<file path="src/rtl/vbc_pkg.sv">
`default_nettype none

package vbc_pkg;

  localparam int KEY_DEPTH_DEF = 64;

  localparam int BYTE_W = 8;
  localparam int SLOT_W = 6;
  localparam int LEN_W = 7;
  localparam int SHIFT_W = 5;

  localparam int PADDR_W = 3;
  localparam int PDATA_W = 32;

  localparam logic REQ_TEXT = 1'b0;
  localparam logic REQ_KEY = 1'b1;

  localparam logic [PADDR_W-3:0] REG_KEY_LENGTH = '0;
  localparam logic [LEN_W-1:0] KEY_LENGTH_RESET = 7'd1;

  localparam logic [BYTE_W-1:0] CHAR_LOWER_A = 8'h61;
  localparam logic [BYTE_W-1:0] CHAR_LOWER_Z = 8'h7A;
  localparam logic [BYTE_W-1:0] CHAR_UPPER_A = 8'h41;
  localparam logic [BYTE_W-1:0] CHAR_UPPER_Z = 8'h5A;
  localparam logic [BYTE_W-1:0] CYR_FIRST = 8'hC0;

  localparam logic [SHIFT_W:0] LATIN_SIZE = 6'd26;

  function automatic logic is_neutral(input logic [BYTE_W-1:0] b);
    logic hit;
    case (b)
      8'h20, 8'h21, 8'h23, 8'h24, 8'h25, 8'h26, 8'h2A, 8'h2B,
      8'h2C, 8'h2D, 8'h2E, 8'h2F, 8'h3D, 8'h3F, 8'h40, 8'h5E,
      8'h5F, 8'h30, 8'h31, 8'h32, 8'h33, 8'h34, 8'h35, 8'h36,
      8'h37, 8'h38, 8'h39: hit = 1'b1;
      default: hit = 1'b0;
    endcase
    return hit;
  endfunction

  function automatic logic [SHIFT_W-1:0] key_shift_of(input logic [BYTE_W-1:0] b);
    logic [SHIFT_W-1:0] s;
    if (b >= CHAR_LOWER_A && b <= CHAR_LOWER_Z) begin
      s = SHIFT_W'(b - CHAR_LOWER_A);
    end else if (b >= CHAR_UPPER_A && b <= CHAR_UPPER_Z) begin
      s = SHIFT_W'(b - CHAR_UPPER_A);
    end else if (b >= CYR_FIRST) begin
      s = b[SHIFT_W-1:0];
    end else begin
      s = '0;
    end
    return s;
  endfunction

  // Adds a shift to a Latin letter offset, both reduced modulo 26.
  function automatic logic [SHIFT_W-1:0] latin_add(input logic [SHIFT_W-1:0] ofs,
                                                   input logic [SHIFT_W-1:0] shift);
    logic [SHIFT_W:0] s;
    logic [SHIFT_W:0] sum;
    s = {1'b0, shift};
    if (s >= LATIN_SIZE) begin
      s = s - LATIN_SIZE;
    end
    sum = {1'b0, ofs} + s;
    if (sum >= LATIN_SIZE) begin
      sum = sum - LATIN_SIZE;
    end
    return sum[SHIFT_W-1:0];
  endfunction

endpackage

`default_nettype wire

</file>
<file path="src/rtl/vbc_req_if.sv">
`default_nettype none

interface vbc_req_if import vbc_pkg::*; ();
  logic              valid;
  logic              ready;
  logic              req_type;
  logic [BYTE_W-1:0] data_byte;
  logic [SLOT_W-1:0] key_slot;
  logic              message_start;

  modport source (output valid, req_type, data_byte, key_slot, message_start, input ready);
  modport sink (input valid, req_type, data_byte, key_slot, message_start, output ready);
endinterface

`default_nettype wire

</file>
<file path="src/rtl/vbc_res_if.sv">
`default_nettype none

interface vbc_res_if import vbc_pkg::*; ();
  logic              valid;
  logic              ready;
  logic [BYTE_W-1:0] cipher_byte;
  logic              was_letter;

  modport source (output valid, cipher_byte, was_letter, input ready);
  modport sink (input valid, cipher_byte, was_letter, output ready);
endinterface

`default_nettype wire

</file>
<file path="src/rtl/vbc_ram.sv">
`default_nettype none

module vbc_ram #(
  parameter int WIDTH = 8,
  parameter int DEPTH = 64
) (
  input  wire logic                                   clk,
  input  wire logic                                   we,
  input  wire logic [(DEPTH > 1 ? $clog2(DEPTH) : 1)-1:0] waddr,
  input  wire logic [WIDTH-1:0]                       wdata,
  input  wire logic                                   re,
  input  wire logic [(DEPTH > 1 ? $clog2(DEPTH) : 1)-1:0] raddr,
  output logic      [WIDTH-1:0]                       rdata
);

  logic [WIDTH-1:0] mem [DEPTH];

  always_ff @(posedge clk) begin
    if (we) begin
      mem[waddr] <= wdata;
    end
    if (re) begin
      rdata <= mem[raddr];
    end
  end

endmodule

`default_nettype wire

</file>
<file path="src/rtl/vigenere_byte_cipher_core.sv">
// Vigenere byte cipher core.
// The req channel carries one word per byte: a key write (req_type set) stores the
// case-folded alphabet position of data_byte in key slot key_slot and gives no result;
// a text byte (req_type clear) gives one word on the res channel with the enciphered
// byte and a flag that tells whether it was a letter and was shifted.
// message_start on a text byte restarts the key at slot zero.
// key_length is written over APB at byte address 0; the user writes it only while the core is idle (not enforced).
// A text byte accepted on req passes through the key store read stage and then the
// modular add into the output register before it leaves on res.
// A word can be accepted in every cycle while res is not stalled; the single key store
// read per text byte and the add that follows it set that rate.
// Reset clears the key position, sets key_length to one and empties the pipeline.
// The key store is not cleared, so every slot in use must be written before text.
// When res is stalled, one more text byte is taken into the read stage and req then
// deasserts ready until the output register drains.
`default_nettype none

module vigenere_byte_cipher_core import vbc_pkg::*; #(
  parameter int KEY_DEPTH = KEY_DEPTH_DEF
) (
  input  wire logic               clk,
  input  wire logic               rst,
  vbc_req_if.sink                 req,
  vbc_res_if.source               res,
  input  wire logic               psel,
  input  wire logic               penable,
  input  wire logic               pwrite,
  input  wire logic [PADDR_W-1:0] paddr,
  input  wire logic [PDATA_W-1:0] pwdata,
  output logic      [PDATA_W-1:0] prdata,
  output logic                    pready
);

  localparam int AddrW = KEY_DEPTH > 1 ? $clog2(KEY_DEPTH) : 1;
  localparam int LenMax = (1 << LEN_W) - 1;
  localparam int EffMax = KEY_DEPTH < LenMax ? KEY_DEPTH : LenMax;
  localparam int PosW = EffMax > 1 ? $clog2(EffMax) : 1;

  logic [LEN_W-1:0]  key_length;
  logic [LEN_W-1:0]  eff_len;
  logic [PosW-1:0]   pos;
  logic [PosW-1:0]   pos_base;
  logic [PosW-1:0]   pos_next;
  logic [PosW:0]     pos_inc;

  logic              acc;
  logic              acc_text;
  logic              key_we;
  logic              cfg_we;
  logic              res_free;

  logic              s1_valid;
  logic [BYTE_W-1:0] s1_byte;
  logic [SHIFT_W-1:0] key_rdata;

  logic              out_valid;
  logic [BYTE_W-1:0] out_byte;
  logic              out_letter;
  logic [BYTE_W-1:0] cipher;
  logic              letter;

  assign res_free = !out_valid || res.ready;
  assign req.ready = !s1_valid || res_free;
  assign acc = req.valid && req.ready;
  assign acc_text = acc && (req.req_type == REQ_TEXT);
  assign key_we = acc && (req.req_type == REQ_KEY) && (int'(req.key_slot) < KEY_DEPTH);

  always_comb begin
    if (key_length == '0) begin
      eff_len = KEY_LENGTH_RESET;
    end else if (int'(key_length) > KEY_DEPTH) begin
      eff_len = LEN_W'(EffMax);
    end else begin
      eff_len = key_length;
    end
  end

  assign pos_base = req.message_start ? '0 : pos;
  assign pos_inc = {1'b0, pos_base} + 1'b1;
  assign pos_next = ((LEN_W + 1)'(pos_inc) >= (LEN_W + 1)'(eff_len)) ? '0 : pos_inc[PosW-1:0];

  vbc_ram #(
    .WIDTH(SHIFT_W),
    .DEPTH(KEY_DEPTH)
  ) u_key_ram (
    .clk  (clk),
    .we   (key_we),
    .waddr(AddrW'(req.key_slot)),
    .wdata(key_shift_of(req.data_byte)),
    .re   (acc_text),
    .raddr(AddrW'(pos_base)),
    .rdata(key_rdata)
  );

  always_comb begin
    cipher = s1_byte;
    letter = 1'b0;
    if (s1_byte >= CHAR_LOWER_A && s1_byte <= CHAR_LOWER_Z) begin
      cipher = CHAR_LOWER_A + BYTE_W'(latin_add(SHIFT_W'(s1_byte - CHAR_LOWER_A), key_rdata));
      letter = 1'b1;
    end else if (s1_byte >= CHAR_UPPER_A && s1_byte <= CHAR_UPPER_Z) begin
      cipher = CHAR_UPPER_A + BYTE_W'(latin_add(SHIFT_W'(s1_byte - CHAR_UPPER_A), key_rdata));
      letter = 1'b1;
    end else if (s1_byte >= CYR_FIRST) begin
      cipher = {s1_byte[BYTE_W-1:SHIFT_W], s1_byte[SHIFT_W-1:0] + key_rdata};
      letter = 1'b1;
    end
  end

  assign cfg_we = psel && penable && pwrite && pready &&
                  (paddr[PADDR_W-1:2] == REG_KEY_LENGTH);

  always_ff @(posedge clk) begin
    if (rst) begin
      key_length <= KEY_LENGTH_RESET;
      pos <= '0;
      s1_valid <= 1'b0;
      out_valid <= 1'b0;
    end else begin
      if (cfg_we) begin
        key_length <= pwdata[LEN_W-1:0];
      end
      if (acc_text) begin
        pos <= is_neutral(req.data_byte) ? pos_base : pos_next;
      end
      if (req.ready) begin
        s1_valid <= acc_text;
      end
      if (res_free) begin
        out_valid <= s1_valid;
      end
    end
  end

  always_ff @(posedge clk) begin
    if (acc_text) begin
      s1_byte <= req.data_byte;
    end
    if (res_free) begin
      out_byte <= cipher;
      out_letter <= letter;
    end
  end

  assign res.valid = out_valid;
  assign res.cipher_byte = out_byte;
  assign res.was_letter = out_letter;

  assign pready = 1'b1;

  always_comb begin
    case (paddr[PADDR_W-1:2])
      REG_KEY_LENGTH: prdata = PDATA_W'(key_length);
      default: prdata = '0;
    endcase
  end

`ifndef SYNTHESIS
  a_pos_reset: assert property (@(posedge clk) rst |=> pos == '0)
    else $error("key position not cleared by reset");

  a_s1_hold: assert property (@(posedge clk) disable iff (rst)
    s1_valid && !res_free |=> s1_valid && $stable(s1_byte))
    else $error("read stage lost a byte while the output was stalled");

  a_pos_wrap: assert property (@(posedge clk) disable iff (rst)
    acc_text && !is_neutral(req.data_byte) |=> (LEN_W + 1)'(pos) < (LEN_W + 1)'(eff_len))
    else $error("key position not below the key length after an advance");

  a_no_result_for_key: assert property (@(posedge clk) disable iff (rst)
    acc && (req.req_type == REQ_KEY) |=> !s1_valid)
    else $error("key write produced a result");
`endif

endmodule

`default_nettype wire
</file>
<file path="src/flat_wrapper.sv">
// flat-port wrapper written by rule: the top's interface ports become plain ports
module vigenere_byte_cipher_core_flat import vbc_pkg::*;
#(
  parameter int KEY_DEPTH = KEY_DEPTH_DEF
)
  (clk, rst, psel, penable, pwrite, paddr, pwdata, prdata, pready, req_valid, req_req_type, req_data_byte, req_key_slot, req_message_start, req_ready, res_valid, res_cipher_byte, res_was_letter, res_ready);
  vbc_req_if req_i ();
  vbc_res_if res_i ();
  input  wire logic clk;
  input  wire logic rst;
  input  wire logic psel;
  input  wire logic penable;
  input  wire logic pwrite;
  input  wire logic [PADDR_W-1:0] paddr;
  input  wire logic [PDATA_W-1:0] pwdata;
  output logic      [PDATA_W-1:0] prdata;
  output logic pready;
  input wire logic [$bits(req_i.valid)-1:0] req_valid;
  input wire logic [$bits(req_i.req_type)-1:0] req_req_type;
  input wire logic [$bits(req_i.data_byte)-1:0] req_data_byte;
  input wire logic [$bits(req_i.key_slot)-1:0] req_key_slot;
  input wire logic [$bits(req_i.message_start)-1:0] req_message_start;
  output wire logic [$bits(req_i.ready)-1:0] req_ready;
  output wire logic [$bits(res_i.valid)-1:0] res_valid;
  output wire logic [$bits(res_i.cipher_byte)-1:0] res_cipher_byte;
  output wire logic [$bits(res_i.was_letter)-1:0] res_was_letter;
  input wire logic [$bits(res_i.ready)-1:0] res_ready;
  assign req_i.valid = req_valid;
  assign req_i.req_type = req_req_type;
  assign req_i.data_byte = req_data_byte;
  assign req_i.key_slot = req_key_slot;
  assign req_i.message_start = req_message_start;
  assign req_ready = req_i.ready;
  assign res_valid = res_i.valid;
  assign res_cipher_byte = res_i.cipher_byte;
  assign res_was_letter = res_i.was_letter;
  assign res_i.ready = res_ready;
  vigenere_byte_cipher_core #(.KEY_DEPTH(KEY_DEPTH)) u_core (.clk(clk), .rst(rst), .req(req_i), .res(res_i), .psel(psel), .penable(penable), .pwrite(pwrite), .paddr(paddr), .pwdata(pwdata), .prdata(prdata), .pready(pready));
endmodule
</file>
<file path="config.mk">
export PLATFORM = sky130hd
export DESIGN_NAME = vigenere_byte_cipher_core_flat
export DESIGN_NICKNAME = d
export VERILOG_FILES = /design/src/rtl/vbc_pkg.sv /design/src/rtl/vbc_req_if.sv /design/src/rtl/vbc_res_if.sv /design/src/rtl/vbc_ram.sv /design/src/rtl/vigenere_byte_cipher_core.sv /design/src/flat_wrapper.sv
export SDC_FILE = /design/constraint.sdc
export NUM_CORES = 1
export LEC_CHECK = 0
export ABC_CLOCK_PERIOD_IN_PS = 5800
export BUFFER_PORTS_ARGS = -buffer_cell sky130_fd_sc_hd__buf_2
export CAP_MARGIN = 20
export CORE_MARGIN = 10
export CORE_UTILIZATION = 40
export DETAILED_ROUTE_END_ITERATION = 8
export PLACE_DENSITY = 0.56
export SLEW_MARGIN = 40
export SYNTH_ARGS = -nofsm -noshare
export SYNTH_HDL_FRONTEND = slang
export SYNTH_SLANG_ARGS = --single-unit
</file>
<file path="constraint.sdc">
create_clock -name clk -period 5.8 [get_ports clk]
set_input_delay 1.16 -clock clk [delete_from_list [all_inputs] [get_ports clk]]
set_output_delay 1.16 -clock clk [all_outputs]
set_load 0.01 [all_outputs]
</file>
* Word level (Yosys, flattened, before mapping)
Memory sizes are Yosys's and may differ from the RTL's. A register that Yosys moved wholly into a read port is not among the register bits.
Index checks and enable logic that the tools add are counted.
** Storage, ports and cells
- Flip-flop bits (word level) :: 32
- RAM bits :: 320
- Memory bits (read-only) :: 128
- Input bits :: 58
- Output and inout port bits :: 44
- Word-level logic and storage cells :: 82
- Memories kept :: 2
** Memory list
- u_core.u_key_ram.mem :: words 64, bits a word 5, rd ports 1, clocked after memory_dff 1, write ports 1, line vbc_ram.sv:16 : logic [WIDTH-1:0] mem [DEPTH];
- (name not given) :: words 128, bits a word 1, rd ports 1, clocked after memory_dff 0, write ports 0, line vbc_pkg.sv:31 : case (b)
** Cells by class
- $add $sub $neg :: 13
- Magnitude comparators :: 15
- Muxes and demuxes :: 27
- Bitwise operators :: 2
- Reductions and logical operators :: 16
** Operator list (count)
- 5-bit 2-to-1 mux :: 9
- 6-bit 2-to-1 mux :: 7
- 8-bit by 7-bit greater-or-equal comparator with 1-bit output (second input constant) :: 4
- 8-bit by 7-bit <= comparator with 1-bit output (second input constant) :: 4
- 7-bit 2-to-1 mux :: 3
- 5-bit by 1-bit subtractor with 5-bit output (second input constant) :: 4
- 7-bit by 5-bit adder with 8-bit output (first input constant) :: 2
- 8-bit greater-or-equal comparator (second input constant) :: 2
- 8-bit 2-to-1 mux :: 2
- 5-bit by 6-bit adder with 6-bit output :: 2
- 6-bit by 5-bit greater-or-equal comparator with 1-bit output (second input constant) :: 2
- 1-bit logical AND :: 10
- 5-bit subtractor (second input constant) :: 2
- 6-bit by 1-bit adder with 7-bit output (second input constant) :: 1
- 7-bit greater-or-equal comparator :: 1
- 7-bit > comparator (second input constant) :: 1
- 7-bit logical NOT :: 1
- 1-bit 2-to-1 mux :: 6
- 5-bit by 5-bit subtractor with 6-bit output (second input constant) :: 1
- 5-bit adder :: 1
- 5-bit greater-or-equal comparator (second input constant) :: 1
- 1-bit logical NOT :: 2
- 1-bit logical OR :: 2
- 1-bit NOT :: 2
- 2-bit OR reduction :: 1

* Logic depth before layout (Yosys ltp)
Gate-level depths: netlist (run 1).
- Depth in word-level cells :: 12
- Mapped depth :: 17
- Mapped depth without buffers :: 16

* Hierarchy
From an unflattened synthesis (run 1), not the netlist that was laid out.
** Unflattened totals
- Cells, all modules :: 950
- Area, all modules :: 15735.1 um^2
** Modules (own cells, without submodules)
- vbc_ram :: instances 1, cells each 610, area each 12818.5 um^2, seq. area each 9759.4 um^2
- vigenere_byte_cipher_core :: instances 1, cells each 340, area each 2916.5 um^2, seq. area each 810.8 um^2

* Worst setup path before layout (run 1)
No wires, ideal clock.
- Path kind :: input to register
- Start point :: input req_data_byte[3]
- End point :: memory u_core.u_key_ram.mem[0][1] in the netlist's numbering, data pin
- Setup time :: 0.721 ns
- Arrival :: 4.577 ns
- Required time :: 5.079 ns
- Setup slack :: 0.503 ns
- Stages :: 5
- Path buffers :: 1
- Cells stage by stage :: clkbuf_1 > a31oi_1 > nor3b_1 > o21ai_1 > o31ai_1
** On the way
- Cells in the longest elaborated chain, start to end :: 4
** RTL lines
- start, declared :: line flat_wrapper.sv:20 : input wire logic [$bits(req_i.data_byte)-1:0] req_data_byte;
- 8-bit greater-or-equal comparator (tied with other cells) :: line vbc_pkg.sv:47 : end else if (b >= CYR_FIRST) begin
- 5-bit 2-to-1 mux / 1-bit logical AND (equally long branches) :: line vbc_pkg.sv:47, vbc_pkg.sv:45
- 5-bit 2-to-1 mux :: line vbc_pkg.sv:45 : end else if (b >= CHAR_UPPER_A && b <= CHAR_UPPER_Z) begin
- 5-bit 2-to-1 mux * :: line vbc_pkg.sv:43 : if (b >= CHAR_LOWER_A && b <= CHAR_LOWER_Z) begin
- named net u_core.u_key_ram.wdata[1] :: line vbc_ram.sv:10 : input wire logic [WIDTH-1:0] wdata,
- end, declared :: line vbc_ram.sv:16
The timed path passes the listed nets; every way through them passes the cells marked *.

* Worst setup path after layout (run 1)
- Start point :: input req_message_start
- End point :: register u_core.pos[1]
** On the way
- Cells in the longest elaborated chain, start to end :: 5
** RTL lines
- start, declared :: line flat_wrapper.sv:22 : input wire logic [$bits(req_i.message_start)-1:0] req_message_start;
- 6-bit 2-to-1 mux * :: line vigenere_byte_cipher_core.sv:78 : assign pos_base = req.message_start ? '0 : pos;
- 6-bit by 1-bit adder with 7-bit output :: line vigenere_byte_cipher_core.sv:79 : assign pos_inc = {1'b0, pos_base} + 1'b1;
- 7-bit greater-or-equal comparator :: line vigenere_byte_cipher_core.sv:80 : assign pos_next = ((LEN_W + 1)'(pos_inc) >= (LEN_W + 1)'(eff_len)) ? '0 : pos_inc[PosW-1:0];
- 6-bit 2-to-1 mux :: line vigenere_byte_cipher_core.sv:80
- 6-bit 2-to-1 mux * :: line vigenere_byte_cipher_core.sv:124 : pos <= is_neutral(req.data_byte) ? pos_base : pos_next;
- end signal, assigned :: line vigenere_byte_cipher_core.sv:124
- end, declared :: line vigenere_byte_cipher_core.sv:41 : logic [PosW-1:0] pos;
Every way passes the cells marked *; elsewhere a longest branch is shown, timed or not.
A chain may end at the register's enable or synchronous reset.

==> impl_metrics.csv, run 1 <==
group,metric,value,unit
synth,synth_largest_type_area_fraction,0.638,
setup_path,timing.reg2reg.worst_path_depth,16,
global_route,grt_overflow,0,
synth,synthesis.instances,1102,
cts,cts_post_setup_buffers_inserted,0,
timing,holdWs,448,ps
setup_path,cell_by_cell_trace_of_the_critical_path,"buf_2, nand2b_2, inv_2, ha_1, nand3_1, xnor2_1, ha_1, a21o_1, a21oi_1, nand2_1, a21oi_1, nor3b_1, a32o_1",
setup_path,worst_ep_arrival_time,4420,ps
global_route,grt_first_pass_wirelength,55400,um
global_route,grt_util_all_layers,0.148,
finish,area_occupied_by_multi_input_gates,5130,um^2
global_route,grt_start_max_net_pins,66,
drt,firstDrtPassIters,7,
global_route,number_of_global_route_vias_before_repair,9258,
setup_path,timing.critical_path.depth,13,
power_and_ir_drop,p_leak,5.54,nW
finish,regArea,10600,um^2
cts,post_cts_hold_buffers,0,
power_and_ir_drop,power.density_cell_area,322,nW/um^2
setup_path,endpoint_kind,"flip-flop",
setup_path,worstSetupStartpointType,"primary input",
synth,synthesis.area,16100,um^2
placement,dp_hpwl,23400,um
timing,count_of_endpoints_failing_hold_in_the_final_timing_report,0,
hold_path,holdCritPathClass,"flip-flop to flip-flop",
drt,vias,9299,
floorplan,ioPinCount,102,
placement,numPortBuffers,48,
cts,h_tree_depth,2,
synth,synth.distinct_cells,71,
cts,cts_resized,0,
setup_path,critical_path_class,"primary input to flip-flop",
timing,rsz0062_at_grt,"no",
hold_path,min_path_cells,2,
global_route,gr_busiest_metal,"met2",
synth,yosysMostFrequentCell,"edfxtp_1",
floorplan,placement_rows,73,
setup_path,critPathMaxStageDelay,570,ps
drt,drt_drc_violations_left,0,
synth,seq_area_frac_synth,0.657,
timing,timing_max_transition_violations_final,0,
cts,clk_transition_reported_paths,60,ps
global_route,gr-usage-met1,0.204,
setup_path,critPathMaxFanout,32,
setup_path,critical_path.slowest_cell,"nand2b_2",
finish,finalNetCount,1232,
floorplan,start_util,0.405,
synth,syn_avg_cell_area,14.6,um^2
cts,clock_path_buffers,3,
synth,synthArstFlopShare,0,
cts,cts_inserted_buffers,38,
cts,clock_tree.root_cell,"clkbuf_16",
timing,setup_total_negative_slack,0,ps
global_route,met3_usage,0.0322,
finish,final.fill_count,3538,
setup_path,worst-path-buf-inv,2,
timing,max_slew_margin_vs_limit,0.438,
drt,drt-vias-per-instance,5.48,
floorplan,die_area,48700,um^2
job,max_cap_viol_count,0,
timing,finalCritPeriodShare,0.681,
finish,drive_gt1_frac,0.169,
cts,clock_latency_at_the_later_pin_of_the_worst_skew_pair,540,ps
synth,netlist_top_cells_area,"edfxtp_1 (64%), mux4_2 (7.7%), nor2_1 (2.4%), ha_1 (2.3%), dfxtp_1 (1.9%)",
setup_path,crit_family,"simple AND/OR/NAND/NOR gates",
timing,min_tclk_post_route,3950,ps
drt,drt-wirelength-per-cell,21.2,um
floorplan,floorplan.core_area,39700,um^2
run_status,status,"complete, no violations",
placement,place_congestion,0.817,
synth,synth_enable_flop_cells,342,
synth,post-synth-top-area-cell,"edfxtp_1",
global_route,global_route_met2_utilization,0.229,
finish,antennaDiodeCount,0,
drt,drtAntennaViolNets,0,
cts,numClockSinks,357,
cts,tritoncts,"built",
power_and_ir_drop,power.ir.vdd_worst,266,uV
power_and_ir_drop,p_total,5.84,mW
timing,fin_clk_skew,14.7,ps
global_route,antenna_violations_before_repair,0,
synth,ys_top_cells_by_count,"edfxtp_1 (342), nor2_1 (102), nand2_1 (66)",
timing,setup_viol,0,
synth,synth-main-ff-cell,"edfxtp_1",
timing,max_clock_freq,0.253,GHz
finish,flow.area_growth_from_synthesis,12.6,%
synth,synth.ff_latch_count,357,
setup_path,critPathRequiredTime,6270,ps
floorplan,die_width,221,um
synth,yosysWarningCount,0,
drt,initialDrtViolationCount,635,
timing,tightest_slew,842,ps
drt,detailed_route_wl,36100,um
floorplan,die_height,221,um
==> per-stage QoR <==
step	util	instances	area [um^2]	worst slack (ps)
global placement	0.422	1627	16800	1390
detailed placement	0.423	1628	16800	1360
finish	0.456	1697	18100	1850
CTS	0.456	1697	18100	1860
global route	0.456	1697	18100	1450
floorplan	-	1126	16200	503
==> final timing paths <==
check,startpoint,end,slack (ps)
worst max-delay path,req_message_start,u_core.pos[1],1850
worst max register to register,u_core.u_key_ram.rdata[1],u_core.res.cipher_byte[4],1870
worst min-delay path,u_core.s1_valid,u_core.res.valid,450
worst min register to register,u_core.s1_valid,u_core.res.valid,450
==> power breakdown <==
| group | leakage [nW] | internal [mW] | switching [mW] |
|---|---|---|---|
| Combinational | 2.06 | 0.140 | 0.266 |
| Sequential | 2.85 | 2.87 | 0.0169 |
| Clock | 0.637 | 1.55 | 1.00 |
| Total | 5.54 | 4.56 | 1.28 |
==> worst min-delay path: cells and delay by family, from the launching register on <==
| family | cells | cell delay (ps) |
|---|---|---|
| DFF | 1 | 310 |
| buffers and inverters | 1 | 50 |
| AOI/OAI and AO/OA | 1 | 50 |
==> cells by family (layout without fill, tap and decap cells) <==
| family | count (synthesis) | count (layout) | share of synthesized area |
|---|---|---|---|
| mux | 90 | 90 | 0.0995 |
| simple gates | 285 | 285 | 0.0854 |
| flops | 357 | 357 | 0.657 |
| fa+ha+maj | 31 | 31 | 0.0250 |
| xor+xnor | 13 | 13 | 0.00707 |
| compound gates | 214 | 214 | 0.0918 |
| other cells | 2 | 26 | 0.000467 |
| buf+inv | 110 | 156 | 0.0340 |
==> layer usage <==
layer  share of wire  wire length, um
met5               0                0
met4           0.023              845
met3           0.071             2570
met2            0.46            16400
met1            0.45            16200
==> cell usage in the layout, fill, tap and decap left out, types with 6 or more instances in the layout <==
cell       synthesis  layout
nand2_1           66      66
nand2b_1          20      20
nor2b_1           18      15
dfxtp_1           15      13
conb_1             2      26
clkbuf_1          37       7
bufinv_16          0       7
clkinv_1           0       7
nand3b_1          10      10
inv_1             22      22
a311oi_1           6       6
nand3_1           25      25
o211ai_1          12      12
mux4_2            55      55
a211oi_1          22      22
o22ai_1           27      27
nor2_1           102     102
mux2i_1           25      25
xor2_1             8       8
buf_2              6      48
o21ai_1           15      14
a21oi_1           40      40
mux2_2             6       6
clkbuf_16          0      38
edfxtp_1         342     342
o21ai_0           18      18
nor3b_1            8       8
a21o_1            10      10
ha_1              29      29
nor3_1             8       8
buf_4             32      12
o2111ai_1          6       6
==> flip-flops by register name, summed over array words and instances, names as in the netlist <==
register / count
u_core.key_length: 7
u_core.pos: 6
u_core.res.cipher_byte: 8
u_core.res.valid: 1
u_core.res.was_letter: 1
u_core.s1_byte: 8
u_core.s1_valid: 1
u_core.u_key_ram.mem: 320
u_core.u_key_ram.rdata: 5
==> area by class of cell <==
cell class | instances | share of cell area
sequential | 357 | 0.583
clock buffer | 47 | 0.0554
timing repair buffer | 62 | 0.0197
clock inverter | 22 | 0.0171
tap | 525 | 0.0362
multi-input combinational | 659 | 0.283
inverter | 25 | 0.00518
(Power assumes the default switching activity.)
==> run 2: changes to the inputs <==
--- a/config.mk
+++ b/config.mk
@@ -5,7 +5,7 @@
 export SDC_FILE = /design/constraint.sdc
 export NUM_CORES = 1
 export LEC_CHECK = 0
-export ABC_CLOCK_PERIOD_IN_PS = 5800
+export ABC_CLOCK_PERIOD_IN_PS = 3950
 export BUFFER_PORTS_ARGS = -buffer_cell sky130_fd_sc_hd__buf_2
 export CAP_MARGIN = 20
 export CORE_MARGIN = 10
==> constraint.sdc (replaced) <==
create_clock -name clk -period 3.95 [get_ports clk]
set_input_delay 0.79 -clock clk [delete_from_list [all_inputs] [get_ports clk]]
set_output_delay 0.79 -clock clk [all_outputs]
set_load 0.01 [all_outputs]
==> run 2 against run 1 <==
Against the previous run: setup slack worse by 1600 ps; clock skew barely moved; flip-flop and latch count unchanged; clock-buffer cell count up 7; critical path type is now flip-flop to flip-flop; largest cell class unchanged; highest routed layer is now met5.
==> impl_metrics.csv, run 2 (synthesis results as in run 1) <==
group,metric,value,unit
run_status,status,"complete, no violations",
timing,tightest_slew,726,ps
timing,setup_viol,0,
setup_path,timing.reg2reg.worst_path_depth,15,
placement,dp_hpwl,23400,um
setup_path,critPathRequiredTime,4290,ps
drt,initialDrtViolationCount,813,
power_and_ir_drop,power_frac_clock,0.426,
floorplan,die_height,221,um
job,max_cap_viol_count,0,
floorplan,die_width,221,um
finish,most-common-layout-cells,"edfxtp_1 (342), nor2_1 (102), nand2_1 (66), mux4_2 (55), buf_2 (48)",
hold_path,hold-path-endpoint,"u_core.res.valid",
setup_path,worst-path-buf-inv,2,
power_and_ir_drop,p_int,6.62,mW
drt,drtAntennaViolNets,0,
floorplan,die_area,48700,um^2
finish,area_occupied_by_multi_input_gates,5120,um^2
setup_path,r2r_slack,260,ps
finish,final.fill_count,3490,
placement,place.detailed.instances,1641,
hold_path,holdCritPathClass,"flip-flop to flip-flop",
finish,registers.top_by_ff_count,"u_core.u_key_ram.mem",
timing,holdWs,455,ps
setup_path,worstReg2RegStart,"u_core.s1_byte[0]",
cts,clk_transition_reported_paths,50,ps
drt,drt-wirelength-per-cell,21.1,um
timing,count_of_endpoints_failing_hold_in_the_final_timing_report,0,
global_route,antenna_violations_before_repair,1,
finish,final_common_cell,"edfxtp_1",
setup_path,critical_path_class,"flip-flop to flip-flop",
placement,placed_area,17000,um^2
setup_path,timing.critical_path.depth,15,
power_and_ir_drop,seq_power_share,0.501,
power_and_ir_drop,p_leak,5.61,nW
global_route,grt_start_max_net_pins,87,
drt,firstDrtPassIters,5,
power_and_ir_drop,power.density_cell_area,463,nW/um^2
hold_path,hold_start,"u_core.s1_valid",
setup_path,worst_ep_arrival_time,4030,ps
drt,drt-vias-per-instance,5.46,
timing,fin_clk_skew,15.1,ps
timing,max_clock_freq,0.271,GHz
timing,setup_slack,258,ps
setup_path,crit_family,"simple AND/OR/NAND/NOR gates",
drt,vias,9339,
setup_path,endpoint_kind,"flip-flop",
global_route,number_of_global_route_vias_before_repair,9278,
timing,timing_max_transition_violations_final,0,
cts,tritoncts,"built",
finish,drive_gt1_frac,0.178,
global_route,grt_overflow,0,
power_and_ir_drop,net_sw_frac,0.217,
finish,finalNetCount,1247,
setup_path,worstSetupStartpointType,"flip-flop",
setup_path,cell_by_cell_trace_of_the_critical_path,"inv_1, ha_1, nor3b_1, xor2_1, ha_1, o211a_2, nor4_2, nor2_1, xnor2_1, ha_1, inv_1, nor3b_1, mux2i_1, xnor2_1, a221oi_1",
placement,preCtsSetupSlack,293,ps
setup_path,capture_instance_of_the_worst_register_to_register_path,"u_core.res.cipher_byte[4]",
power_and_ir_drop,p_total,8.45,mW
cts,cts_post_setup_buffers_inserted,0,
finish,flow.area_growth_from_synthesis,13.4,%
cts,clock_latency_at_the_later_pin_of_the_worst_skew_pair,540,ps
cts,cts_inserted_buffers,40,
cts,numClockSinks,357,
finish,post-route-util,0.459,
cts,cts_resized,0,
floorplan,placement_rows,73,
global_route,grt_first_pass_wirelength,55200,um
placement,place_congestion,0.792,
drt,drt_drc_violations_left,0,
placement,numPortBuffers,48,
power_and_ir_drop,combinationalPowerShare,0.074,
global_route,grt_util_all_layers,0.147,
finish,largest_register_ff_count,320,
timing,max_slew_margin_vs_limit,0.516,
finish,antennaDiodeCount,0,
finish,final_area,18300,um^2
power_and_ir_drop,p_sw,1.83,mW
cts,post_cts_hold_buffers,0,
cts,h_tree_depth,2,
timing,finalCritPeriodShare,0.935,
setup_path,critPathMaxFanout,10,
finish,regArea,10600,um^2
power_and_ir_drop,power.ir.vdd_worst,281,uV
setup_path,critical_path.slowest_cell,"nor4_2",
setup_path,critPathMaxStageDelay,460,ps
timing,rsz0062_at_grt,"no",
floorplan,ioPinCount,102,
timing,min_tclk_post_route,3690,ps
finish,fin_cells,1711,
setup_path,cell_mode_on_critical_path,"ha_1",
hold_path,min_path_cells,2,
drt,detailed_route_wl,36100,um
floorplan,floorplan.core_area,39700,um^2
cts,clock_path_buffers,3,
cts,clock_tree.root_cell,"clkbuf_16",
floorplan,start_util,0.405,
timing,setup_total_negative_slack,0,ps
==> run 2: cell type report <==
type	count	area share
clock inverters	16	0.00727
clock buffers	54	0.0635
well taps	525	0.0360
multi-input cells	659	0.280
repair buffers	75	0.0284
flip-flops and latches	357	0.579
inverters	25	0.00514
==> run 2: how the worst max path moves through the flow <==
stage,end,from,slack (ps)
floorplan,u_core.u_key_ram.mem[0][1],req_data_byte[3],280
global placement,u_core.res.cipher_byte[4],u_core.s1_byte[0],320
detailed placement,u_core.res.cipher_byte[4],u_core.u_key_ram.rdata[2],290
CTS,u_core.res.cipher_byte[4],u_core.s1_byte[0],260
global route,u_core.res.cipher_byte[4],u_core.u_key_ram.rdata[2],40
finish,u_core.res.cipher_byte[4],u_core.s1_byte[0],260
==> run 2: worst reg2reg max path: cells and delay by family (launching register included) <==
family,cells,cell delay (ps)
buffers and inverters,2,240
flip-flops,1,390
XOR/XNOR,3,540
AND/OR/NAND/NOR,4,1060
multiplexers,1,110
adder cells (fa/ha/maj),3,720
AO/OA/AOI/OAI,2,460
==> run 2: power groups by stage <==
stage	clock (mW)	combinational [mW]	sequential, mW
global route	3.84	0.693	4.23
CTS	3.68	0.626	4.23
detailed placement	0	0.622	4.31
global placement	0	0.614	4.31
floorplan	0	0.426	4.31
finish	3.60	0.624	4.23
==> run 2: per-layer routing <==
metal  track usage  vias to the layer above  part of all wire
met3        0.0272                       45             0.065
li1              -                     4371                 -
met5             0                        -           0.00050
met4        0.0413                        2             0.019
met1         0.206                     4656              0.45
met2         0.233                      265              0.47
==> run 3: changes to the inputs <==
--- a/config.mk
+++ b/config.mk
@@ -9,9 +9,9 @@
 export BUFFER_PORTS_ARGS = -buffer_cell sky130_fd_sc_hd__buf_2
 export CAP_MARGIN = 20
 export CORE_MARGIN = 10
-export CORE_UTILIZATION = 40
+export CORE_UTILIZATION = 30
 export DETAILED_ROUTE_END_ITERATION = 8
-export PLACE_DENSITY = 0.56
+export PLACE_DENSITY = 0.45
 export SLEW_MARGIN = 40
 export SYNTH_ARGS = -nofsm -noshare
 export SYNTH_HDL_FRONTEND = slang
==> run 3 against run 2 <==
Against the previous run: register-to-register slack improved by 50 ps; non-clock buffer count up 11; flip-flop and latch count stayed put; combinational power rose by 2%; die area is 30% higher; final area grew 1.5%; largest power group unchanged.
==> impl_metrics.csv, run 3 (synthesis results as in run 1) <==
group,metric,value,unit
finish,drive_gt1_frac,0.189,
cts,clock_latency_at_the_later_pin_of_the_worst_skew_pair,550,ps
timing,count_of_endpoints_failing_hold_in_the_final_timing_report,0,
timing,fin_clk_skew,22.2,ps
global_route,grt_start_max_net_pins,66,
finish,largest_register_ff_count,320,
global_route,grt_overflow,0,
power_and_ir_drop,power.ir.vdd_worst,304,uV
cts,post_cts_hold_buffers,0,
drt,drt-vias-per-instance,4.97,
job,max_cap_viol_count,0,
power_and_ir_drop,p_int,6.63,mW
floorplan,die_width,252,um
timing,setup_slack,313,ps
finish,fin_cells,1882,
power_and_ir_drop,seq_power_share,0.497,
global_route,grt_util_all_layers,0.121,
cts,tritoncts,"built",
placement,preCtsSetupSlack,175,ps
floorplan,start_util,0.304,
timing,min_tclk_post_route,3640,ps
setup_path,worstSetupStartpointType,"flip-flop",
power_and_ir_drop,p_sw,1.89,mW
setup_path,endpoint_kind,"flip-flop",
floorplan,die_area,63300,um^2
timing,holdWs,443,ps
cts,clock_path_buffers,3,
placement,placed_area,17200,um^2
drt,initialDrtViolationCount,630,
floorplan,ioPinCount,102,
global_route,grt_first_pass_wirelength,58900,um
placement,numPortBuffers,48,
setup_path,worst_ep_arrival_time,3980,ps
floorplan,placement_rows,84,
timing,max_clock_freq,0.275,GHz
drt,drt-wirelength-per-cell,21.0,um
setup_path,critPathRequiredTime,4290,ps
placement,dp_hpwl,25700,um
power_and_ir_drop,combinationalPowerShare,0.075,
drt,detailed_route_wl,39400,um
power_and_ir_drop,net_sw_frac,0.222,
run_status,status,"complete, no violations",
finish,registers.top_by_ff_count,"u_core.u_key_ram.mem",
drt,vias,9346,
cts,clock_tree.root_cell,"clkbuf_16",
timing,timing_max_transition_violations_final,0,
floorplan,die_height,252,um
finish,regArea,10600,um^2
timing,max_slew_margin_vs_limit,0.497,
finish,final_area,18500,um^2
cts,numClockSinks,357,
timing,finalCritPeriodShare,0.921,
global_route,number_of_global_route_vias_before_repair,9426,
power_and_ir_drop,power.density_cell_area,460,nW/um^2
timing,tightest_slew,751,ps
cts,cts_inserted_buffers,40,
cts,h_tree_depth,2,
placement,place.detailed.instances,1814,
finish,finalNetCount,1258,
power_and_ir_drop,power_frac_clock,0.428,
timing,setup_viol,0,
setup_path,critPathMaxFanout,9,
placement,place_congestion,0.796,
setup_path,critical_path_class,"flip-flop to flip-flop",
drt,drt_drc_violations_left,0,
finish,antennaDiodeCount,0,
finish,final_common_cell,"edfxtp_1",
finish,area_occupied_by_multi_input_gates,5140,um^2
drt,drtAntennaViolNets,0,
global_route,antenna_violations_before_repair,0,
finish,most-common-layout-cells,"edfxtp_1 (342), nor2_1 (102), nand2_1 (66), mux4_2 (55), buf_2 (48)",
cts,clk_transition_reported_paths,60,ps
floorplan,floorplan.core_area,52900,um^2
finish,final.fill_count,5095,
power_and_ir_drop,p_leak,5.67,nW
finish,flow.area_growth_from_synthesis,15.1,%
hold_path,holdCritPathClass,"flip-flop to flip-flop",
drt,firstDrtPassIters,5,
timing,setup_total_negative_slack,0,ps
==> run 3: cell type report <==
class                   count  area share
clock buffers              48      0.0579
clock inverters            19      0.0109
inverters                  25     0.00506
multi-input cells         659       0.277
flip-flops and latches    357       0.571
well taps                 688      0.0464
repair buffers             86      0.0317
==> run 3: routing by layer <==
metal  global-route usage  vias to the layer above  share of wire
met5                    0                        -              0
met4               0.0339                        0          0.021
met3               0.0211                       58          0.046
met2                0.196                      196           0.47
met1                0.165                     4697           0.46
li1                     -                     4395              -
==> run 3: timing repair <==
item,CTS,global route
setup buffers,0,1
gates resized for setup,0,7
endpoints found under the setup margin,0,1
==> run 3: critical path, cell delays in order, from the launching register on <==
cell	delay [ps]
edfxtp_1	430
inv_1	60
ha_1	210
o31a_1	290
ha_1	400
o21a_1	230
a22o_1	320
nor4_4	260
nor2_1	90
xnor2_1	150
ha_1	160
inv_1	90
nor3b_1	220
mux2i_1	120
xnor2_1	150
a221oi_1	270
==> run 3: stage by stage <==
| step | util | power, mW |
|---|---|---|
| after global routing | 0.351 | 8.84 |
| after detailed placement | 0.326 | 4.95 |
| final | 0.351 | 8.52 |
| after global placement | 0.326 | 4.94 |
| after floorplan | - | 4.74 |
| after CTS | 0.350 | 8.61 |
==> run 3: final timing paths <==
check	start	end	slack, ps	depth (start not counted)
max	u_core.u_key_ram.rdata[2]	u_core.res.cipher_byte[4]	310	15
min	u_core.s1_valid	u_core.res.valid	440	2
max reg2reg	u_core.u_key_ram.rdata[2]	u_core.res.cipher_byte[4]	310	15
min reg2reg	u_core.s1_valid	u_core.res.valid	440	2
==> run 3: power groups by stage <==
stage	clock (mW)	sequential [mW]	combinational [mW]
2_1_floorplan	0	4.31	0.426
3_3_place_gp	0	4.31	0.627
3_5_place_dp	0	4.31	0.635
4_1_cts	3.74	4.23	0.638
5_1_grt	3.90	4.23	0.708
6_report	3.64	4.23	0.639
